$ cat src/rtl/gwc_pkg.sv
// Package for the glyph width lookup cache.
// Holds sizes, the node type and the UTF-8 decode function; no dependencies.
package gwc_pkg;
  localparam int CACHE_ENTRIES = 512;
  localparam int DROP_ENTRIES  = CACHE_ENTRIES / 4;
  localparam int KEEP_ENTRIES  = CACHE_ENTRIES - DROP_ENTRIES;
  localparam int TREE_LEVELS   = $clog2(CACHE_ENTRIES);
  localparam int TREE_LEAVES   = 1 << TREE_LEVELS;
  localparam int COUNT_W       = $clog2(CACHE_ENTRIES + 1);
  localparam int KEY_W         = 21;
  localparam int WIDTH_W       = 12;
  localparam logic [WIDTH_W-1:0] WIDTH_MAX = '1;

  localparam logic OP_LOOKUP = 1'b0;
  localparam logic OP_FILL   = 1'b1;

  typedef logic [KEY_W-1:0]   key_t;
  typedef logic [WIDTH_W-1:0] wid_t;
  typedef logic [COUNT_W-1:0] count_t;

  typedef struct packed {
    logic found;
    wid_t width;
  } node_t;

  function automatic key_t decode_cp(input logic [31:0] bytes);
    logic [7:0] b0;
    logic [5:0] b1;
    logic [5:0] b2;
    logic [5:0] b3;
    key_t       cp;
    b0 = bytes[7:0];
    b1 = bytes[13:8];
    b2 = bytes[21:16];
    b3 = bytes[29:24];
    if (b0[7] == 1'b0) begin
      cp = {13'd0, b0};
    end else if ((b0 & 8'hE0) == 8'hC0) begin
      cp = {10'd0, b0[4:0], b1};
    end else if ((b0 & 8'hF0) == 8'hE0) begin
      cp = {5'd0, b0[3:0], b1, b2};
    end else if ((b0 & 8'hF8) == 8'hF0) begin
      cp = {b0[2:0], b1, b2, b3};
    end else begin
      cp = {13'd0, b0};
    end
    return cp;
  endfunction
endpackage

$ cat src/rtl/gwc_cell.sv
// One store cell: holds one code point and width pair, hands it to the next
// cell on a fill shift, and registers its own match result. Uses gwc_pkg.
module gwc_cell (
  input  logic          clk,
  input  logic          shift,
  input  gwc_pkg::key_t key_in,
  input  gwc_pkg::wid_t wid_in,
  input  logic          cmp,
  input  logic          live,
  input  gwc_pkg::key_t cmp_key,
  output gwc_pkg::key_t key_out,
  output gwc_pkg::wid_t wid_out,
  output gwc_pkg::node_t leaf
);
  import gwc_pkg::*;

  key_t key;
  wid_t wid;

  always_ff @(posedge clk) begin
    if (shift) begin
      key <= key_in;
      wid <= wid_in;
    end
    if (cmp) begin
      leaf.found <= live && (key == cmp_key);
      leaf.width <= wid;
    end
  end

  assign key_out = key;
  assign wid_out = wid;
endmodule

$ cat config.mk
export PLATFORM = sky130hd
export DESIGN_NAME = gwc_cell
export DESIGN_NICKNAME = d
export VERILOG_FILES = /design/src/rtl/gwc_pkg.sv /design/src/rtl/gwc_cell.sv
export SDC_FILE = /design/constraint.sdc
export NUM_CORES = 1
export LEC_CHECK = 0
export BUFFER_PORTS_ARGS = -buffer_cell sky130_fd_sc_hd__buf_4
export CAP_MARGIN = 20
export CORE_ASPECT_RATIO = 0.9
export CORE_MARGIN = 8
export CORE_UTILIZATION = 33
export CTS_BUF_LIST = sky130_fd_sc_hd__clkbuf_4
export DETAILED_ROUTE_END_ITERATION = 16
export PLACE_DENSITY = 0.65
export SETUP_SLACK_MARGIN = 0.02
export SLEW_MARGIN = 20
export SYNTH_ARGS = -nofsm -noshare
export SYNTH_HDL_FRONTEND = slang
export SYNTH_SLANG_ARGS = --single-unit
$ cat constraint.sdc
create_clock -name clk -period 1.3 [get_ports clk]
set_clock_uncertainty 0.05 [all_clocks]
set_input_delay 0.195 -clock clk [delete_from_list [all_inputs] [get_ports clk]]
set_output_delay 0.195 -clock clk [all_outputs]
set_load 0.01 [all_outputs]
# Word level (Yosys, flattened, before mapping)
# Cells that the tools add are included.
totals:
  regBits: 46
  latchBits: 0
  ram_bits: 0
  mem_bits_ro: 0
  in_bits: 58
  output_inout_bits: 46
  mem_count: 0
classes:
  addsub: 0
  mul: 0
  div: 0
  magnitude_cmp: 0
  n_eq_ne: 1
  shift: 0
  muxes: 0
  bitwise_logic: 0
  n_reduce_logical: 1
ops:
  columns: ["operator", "count"]
  rows:
  - ["== test 21 bit", 1]
  - ["logical AND 1 bit", 1]

# Logic depth before layout (Yosys ltp)
# Gate-level depths: netlist of run 1.
depth:
  ltp_word: 2
  ltp_mapped: 4
  mapped_depth_nobuf: 4

# Worst setup path before layout of run 1
# Ideal clock, no wire load.
synth_path:
  path_kind: "reg-to-reg"
  startpoint: "register key[9] (netlist: key_out[9])"
  endpoint: "register leaf[12] in the netlist's numbering, data pin"
  arrival_ps: 1048
  t_required_ps: 1112
  slack_ps: 64
  path_stages_with_launch: 5
  n_path_buf: 0
  cell_sequence: "edfxtp_1 -> xor2_1 -> nor4_1 -> nand4_1 -> nor2_1"
synth_between:
  elab_chain_cells: 2
synth_rtl:
  columns: ["item", "line_no", "rtl"]
  rows:
  - ["start: declaration", "gwc_cell.sv:17", "key_t key;"]
  - ["start signal: assignment", "gwc_cell.sv:22", "key <= key_in;"]
  - ["== test 21 bit", "gwc_cell.sv:26", "leaf.found <= live && (key == cmp_key);"]
  - ["logical AND 1 bit", "gwc_cell.sv:26", null]
  - ["end: declaration", "gwc_cell.sv:13", "output gwc_pkg::node_t leaf"]
# No other way between the ends.
# A chain may end at the register's enable or synchronous reset.

# Worst setup path after layout of run 1
layout_path:
  startpoint: "register key[18] (netlist: key_out[18])"
  endpoint: "register leaf[12] in the netlist's numbering, data pin"
# The elaborated chain is that of the path after synthesis.

==> run metrics, run 1 <==
outcome complete, but fails checks; violated checks setup timing; ys async rst share 0%; initial antenna violation count 0; Clock power frac 22.7%; Core Rows 24; PD cells 1049 nW/um^2; Vias per Instance approximately 4.2; Die Height 82.30 um; worst-margin pin slew 0.4325 ns; Net count, final 284; type of destination of the critical path flop; first-pass GRT wire length 7.093 mm; Core Region 4775 sq um; combinational power share 19.3%; switching share of power between 20 and 25%; clock net sink count 46; Skew-Pair Late Insertion Delay 0.37 ns; initial core utilization 33.75%; DIE AREA 7379 sq um; final hold vios 0; met1 Use GR 12.96%; buffers added on ports 103; top cell type's share of synthesized area between 80% and 90%; Post-synth EDFFs 46; Primary FF master, synth edfxtp_1; slowest CP cell edfxtp_1; NetSw roughly 0.00078 W; vias in the first global route 1377; Setup crit start kind flop; drc violations 0; synthesis-stage register bit count 46; top fanout value on the critical path 2; TritonCTS clock tree done; worst hold path class in2reg; CTS root buf clkbuf_4; area growth from synthesis to layout 86.03%; layout cell share with drive strength beyond 1 53.74%; minimum clock period 1.459 ns; Routed Antenna Nets 0; Mean Syn Cell Area 21.49 sq um; fillers around 340; Top delay family on crit path simple AND/OR/NAND/NOR gates; Lkg Pwr 1.266 nW; Crit path largest cell delay 0.43 ns; routed vias 1235; Sum Neg Setup Slack -0.1987 ns; Synth area leader edfxtp_1; CP Class reg2reg; H-tree levels 2; busiest grt layer met2; Max-slew headroom 71.16%; Mapped Cells 75; Req. time, crit path 1.48 ns; Netlist Area Pre-Place 1612 sq um; most frequent cell after synthesis edfxtp_1; Top-Level Pins 104; M2 GR Usage between 20% and 30%; overall global routing resource usage 13.15%; RSZ-0062 raised after global routing true; Bufs and invs on worst path 0; top cells by count, synth 46 x edfxtp_1, 20 x xor2_1, 5 x nor4_1; Antenna diodes 0; overall routed net length 4.979 mm; Worst Setup Slack, final -0.1588 ns; Critical Path AT 1.63 ns; top post-synthesis cells by area edfxtp_1 86%, xor2_1 11%, nor4_1 1.9%, xnor2_1 0.54%, nand4_1 0.39%; Internal Power around 0.0024 W; post-synth cell types 7; maximum vdd drop 0.5971 mV; Post-Syn Nets 133; CP cell instances xor2_1 -> nor4_1 -> nand3_1 -> nor2_1; Fmax achieved 685.5 MHz; max cap viols 0; sequential share of the synthesized area 85.71%; Die W about 90 um; gpl congestion 0.8172; met3 Use GR 4.847%; global route overflow 0; sequential share of power 58.0%; DRT Pass-1 Iters 4; crit share post-route 112.2%; setup violators final 4; clk slew on worst S/H paths 0.14 ns; initial drt markers 37; Wirelength per Cell 17.05 um; Clock Path Buffers 2; YS warnings 0; Slew Limit Fails 0; largest net degree at the start of global routing 34; Post-DP HPWL around 3.6 mm; pre-CTS WS -0.1399 ns; Num CTS Buffers 5
## cells in the final DEF (no fill, tap or decap), types with 2 or more instances in the layout
master,Yosys,layout
buf_4,0,95
nor4_1,5,2
buf_6,0,16
dlygate4sd3_1,0,33
nor4_2,0,3
clkbuf_4,0,5
edfxtp_1,46,46
xor2_1,20,20
## metrics by stage
step	hold WS [ns]	power (W)	utilization (%)	cell area, sq um	instances
after floorplan	0.2439	0.001960	-	1612	75
after global placement	0.3244	0.002316	52.12	2489	246
after detailed placement	0.3244	0.002330	52.12	2489	246
after CTS	0.1017	0.003153	61.87	2954	291
after global routing	0.09937	0.003287	62.79	2998	292
final	0.1138	0.003144	62.79	2998	292
## worst register-to-register path: cells and delay by family (launching register included)
kind | cells | cell delay [ns]
xor gates and xnor gates | 1 | 0.16
DFF | 1 | 0.43
and+or+nand+nor | 3 | 0.68
## registers in the layout (all words and copies together), names as in the netlist
register  flops
key_out      21
wid_out      12
leaf         13
## cell type report
type	instances	area, sq um	area share [%]
clock buffer	5	37.54	1.252
clock inverter	3	25.02	0.8347
multi-input combinational	29	249.0	8.306
sequential	46	1381	46.08
tap	65	81.33	2.713
timing repair buffer	144	1224	40.82
## power groups by stage
stage          Clock [W]  Sequential, W  Combinational (W)
6_report        0.000712        0.00182           0.000607
3_3_place_gp           0        0.00185           0.000467
2_1_floorplan          0        0.00190          0.0000560
3_5_place_dp           0        0.00186           0.000472
4_1_cts         0.000740        0.00182           0.000592
5_1_grt         0.000799        0.00184           0.000649
## logic make-up (layout without fill, tap and decap cells)
family | Yosys count | after routing | synth area share (%)
XOR/XNOR | 21 | 21 | 11.41
flip-flops | 46 | 46 | 85.71
AND/OR/NAND/NOR | 8 | 8 | 2.872
buffers and inverters | 0 | 152 | 0
## per-layer routing
layer | vias to the layer above | share of wire (%) | routed length, um
li1 | 589 | - | -
met1 | 584 | 34 | 1713
met2 | 55 | 54 | 2684
met5 | - | 0 | 0
met4 | 0 | 1.5 | 77
met3 | 7 | 10 | 503
## repair_timing
action | CTS | global route
pin swaps | 3 | 5
endpoints found under the hold margin | 33 | 0
setup buffers | 4 | 1
resized for setup | 10 | 9
hold buffers | 33 | 0
endpoints found under the setup margin | 4 | 11
## final timing paths
kind / startpoint / endpoint / slack [ns] / depth (start not counted)
worst max-delay path: key_out[18] / leaf[12] / -0.16 / 4
worst min-delay path: cmp / leaf[6] / 0.11 / 1
worst max register to register: key_out[18] / leaf[12] / -0.16 / 4
worst min register to register: wid_out[5] / leaf[5] / 0.42 / 0
(Power assumes the default switching activity.)
==> run 2: changes to the inputs <==
--- a/config.mk
+++ b/config.mk
@@ -9,10 +9,10 @@
 export CAP_MARGIN = 20
 export CORE_ASPECT_RATIO = 0.9
 export CORE_MARGIN = 8
-export CORE_UTILIZATION = 33
-export CTS_BUF_LIST = sky130_fd_sc_hd__clkbuf_4
+export CORE_UTILIZATION = 43
+export CTS_BUF_LIST = sky130_fd_sc_hd__clkbuf_2
 export DETAILED_ROUTE_END_ITERATION = 16
-export PLACE_DENSITY = 0.65
+export PLACE_DENSITY = 0.81
 export SETUP_SLACK_MARGIN = 0.02
 export SLEW_MARGIN = 20
 export SYNTH_ARGS = -nofsm -noshare
==> run 2 against run 1 <==
The flow still finishes with violations (setup timing); register-to-register slack improved by 0.02 ns; setup slack got worse by 0.023 ns; via count rose by 8.3%; sequential power about the same; combinational power rose by 11%; clock power increased by 11%; utilization is 22 points higher; critical path depth is 1 lower; flip-flop and latch count is the same; fmax down 1.5%; non-clock buffer count increased by 7; global-route usage increased by 5.6 points; critical path type is now reg2out; largest cell class unchanged; largest power group unchanged.
==> run metrics, run 2 (synthesis gave the netlist of run 1 again) <==
Req. time, crit path 1.05 ns (was 1.48 ns); pre-CTS WS -0.1493 ns (was -0.1399 ns); Setup crit start kind flop (unchanged); Clock Path Buffers 2 (unchanged); slowest CP cell edfxtp_1 (unchanged); initial antenna violation count 0 (unchanged); overall global routing resource usage 18.78% (was 13.15%); initial core utilization 44.12% (was 33.75%); worst hold path class in2reg (unchanged); Critical Path AT 1.24 ns (was 1.63 ns); clk slew on worst S/H paths 0.25 ns (was 0.14 ns); commonest non-fill, non-tap cells in the layout 80 x buf_4, 46 x edfxtp_1, 38 x buf_6 (was 95 x buf_4, 46 x edfxtp_1, 33 x dlygate4sd3_1); Placed Cells 234 (was 246); cell repeated most along the worst path buf_6; first-pass GRT wire length 8.155 mm (was 7.093 mm); H-tree levels 2 (unchanged); Die Height 74.08 um (was 82.30 um); area growth from synthesis to layout 93.25% (was 86.03%); largest net degree at the start of global routing 34 (unchanged); minimum clock period 1.482 ns (was 1.459 ns); Worst Setup Slack, final -0.1816 ns (was -0.1588 ns); max cap viols 0 (unchanged); type of destination of the critical path output pin (was flop); Vias per Instance 4.775 (was 4.229); PD cells 1061 nW/um^2 (was 1049 nW/um^2); Max-slew headroom 71.84% (was 71.16%); Largest register FFs 21 (unchanged); met3 Use GR 7.488% (was 4.847%); Sum Neg Setup Slack -0.8385 ns (was -0.1987 ns); Num CTS Buffers 5 (unchanged); vias in the first global route 1558 (was 1377); Slew Limit Fails 0 (unchanged); CP cell instances buf_4 -> buf_6 -> buf_6 (was xor2_1 -> nor4_1 -> nand3_1 -> nor2_1); maximum vdd drop 0.8135 mV (was 0.5971 mV); final hold vios 0 (unchanged); Crit path largest cell delay 0.47 ns (was 0.43 ns); Routed Antenna Nets 0 (unchanged); DRT Pass-1 Iters 4 (unchanged); global route overflow 0 (unchanged); Core Region 3652 sq um (was 4775 sq um); met1 Use GR 17.84% (was 12.96%); layout cell share with drive strength beyond 1 55.13% (was 53.74%); Power Total 0.003303 W (was 0.003144 W); Wirelength per Cell 20.30 um (was 17.05 um); Fmax achieved 674.9 MHz (was 685.5 MHz); worst-margin pin slew 0.4224 ns (was 0.4325 ns); initial drt markers 72 (was 37); CTS root buf clkbuf_2 (was clkbuf_4); drc violations 0 (unchanged); busiest grt layer met2 (unchanged); gpl congestion 0.6840 (was 0.8172); DIE AREA 5965 sq um (was 7379 sq um); Core Rows 21 (was 24); CP Class reg2out (was reg2reg); buffers added on ports 103 (unchanged); Lkg Pwr 1.336 nW (was 1.266 nW); Die W 80.53 um (was 89.66 um); Skew-Pair Late Insertion Delay 0.42 ns (was 0.37 ns); RSZ-0062 raised after global routing true (unchanged); routed vias 1337 (was 1235); overall routed net length 5.683 mm (was 4.979 mm); M2 GR Usage 34.70% (was 24.67%); Top-Level Pins 104 (unchanged); top fanout value on the critical path 2 (unchanged); violated checks setup timing (unchanged); setup violators final 13 (was 4); commonest non-fill, non-tap cell in the layout buf_4 (unchanged); fin cells 280 (was 292); crit share post-route 114.0% (was 112.2%); final core occ 85.27% (was 62.79%); Antenna diodes 0 (unchanged); outcome complete, but fails checks (unchanged); clock net sink count 46 (unchanged); Net count, final 291 (was 284); TritonCTS clock tree done (unchanged)
==> run 2: changes by cell type in the layout (fill, tap and decap cells not counted), sizes merged <==
cell    previous run  this run
buf              111       118
clkinv             1         0
clkbuf             5         6
bufinv             0         1
inv                1         0
==> run 2: routing by layer <==
layer	part of all wire, %	up-vias
met5	0	-
met4	2.3	0
met3	9.0	8
met2	56	67
met1	33	660
li1	-	602
==> run 2: report_power, final <==
part / leakage, nW / internal [W] / total (W) / switching, W
combinational: 0.846 / 0.000428 / 0.000672 / 0.000244
sequential: 0.451 / 0.00176 / 0.00184 / 0.0000812
clock: 0.0392 / 0.000332 / 0.000788 / 0.000456
total: 1.34 / 0.00252 / 0.00330 / 0.000781
==> run 2: stage by stage <==
| stage | hold slack [ns] | instance area [sq um] |
|---|---|---|
| floorplan | 0.2439 | 1612 |
| global placement | 0.3232 | 2517 |
| detailed placement | 0.3245 | 2517 |
| CTS | 0.04068 | 3040 |
| global route | 0.03012 | 3114 |
| finish | 0.04886 | 3114 |
==> run 2: cell type report <==
class,count,area (sq um)
clock buffers,6,30.03
clock inverters,2,37.54
fillers,157,538.0
multi-input cells,29,249.0
flip-flops and latches,46,1381
well taps,46,57.56
repair buffers,151,1359
==> run 2: worst max-delay path, delay by kind of cell, from the launching register on <==
| family | cells | cell delay, ns |
|---|---|---|
| DFF | 1 | 0.47 |
| buffers and inverters | 3 | 0.37 |
==> run 2: repair_timing <==
action                                  in CTS  in global routing
hold endpoints to repair                    33                  0
hold buffers                                33                  0
endpoints found under the setup margin      22                 33
pin swaps                                    0                  2
cloned                                       0                  0
setup buffers                                3                  2
resized for setup                           26                 15
==> run 2: path summary, 6_finish.rpt <==
kind | from | end | slack (ns) | depth (start not counted)
worst max-delay path | key_out[6] | key_out[6] | -0.18 | 3
worst min-delay path | cmp | leaf[4] | 0.05 | 1
worst max register to register | key_out[5] | leaf[12] | -0.14 | 4
worst min register to register | wid_out[0] | leaf[0] | 0.43 | 0
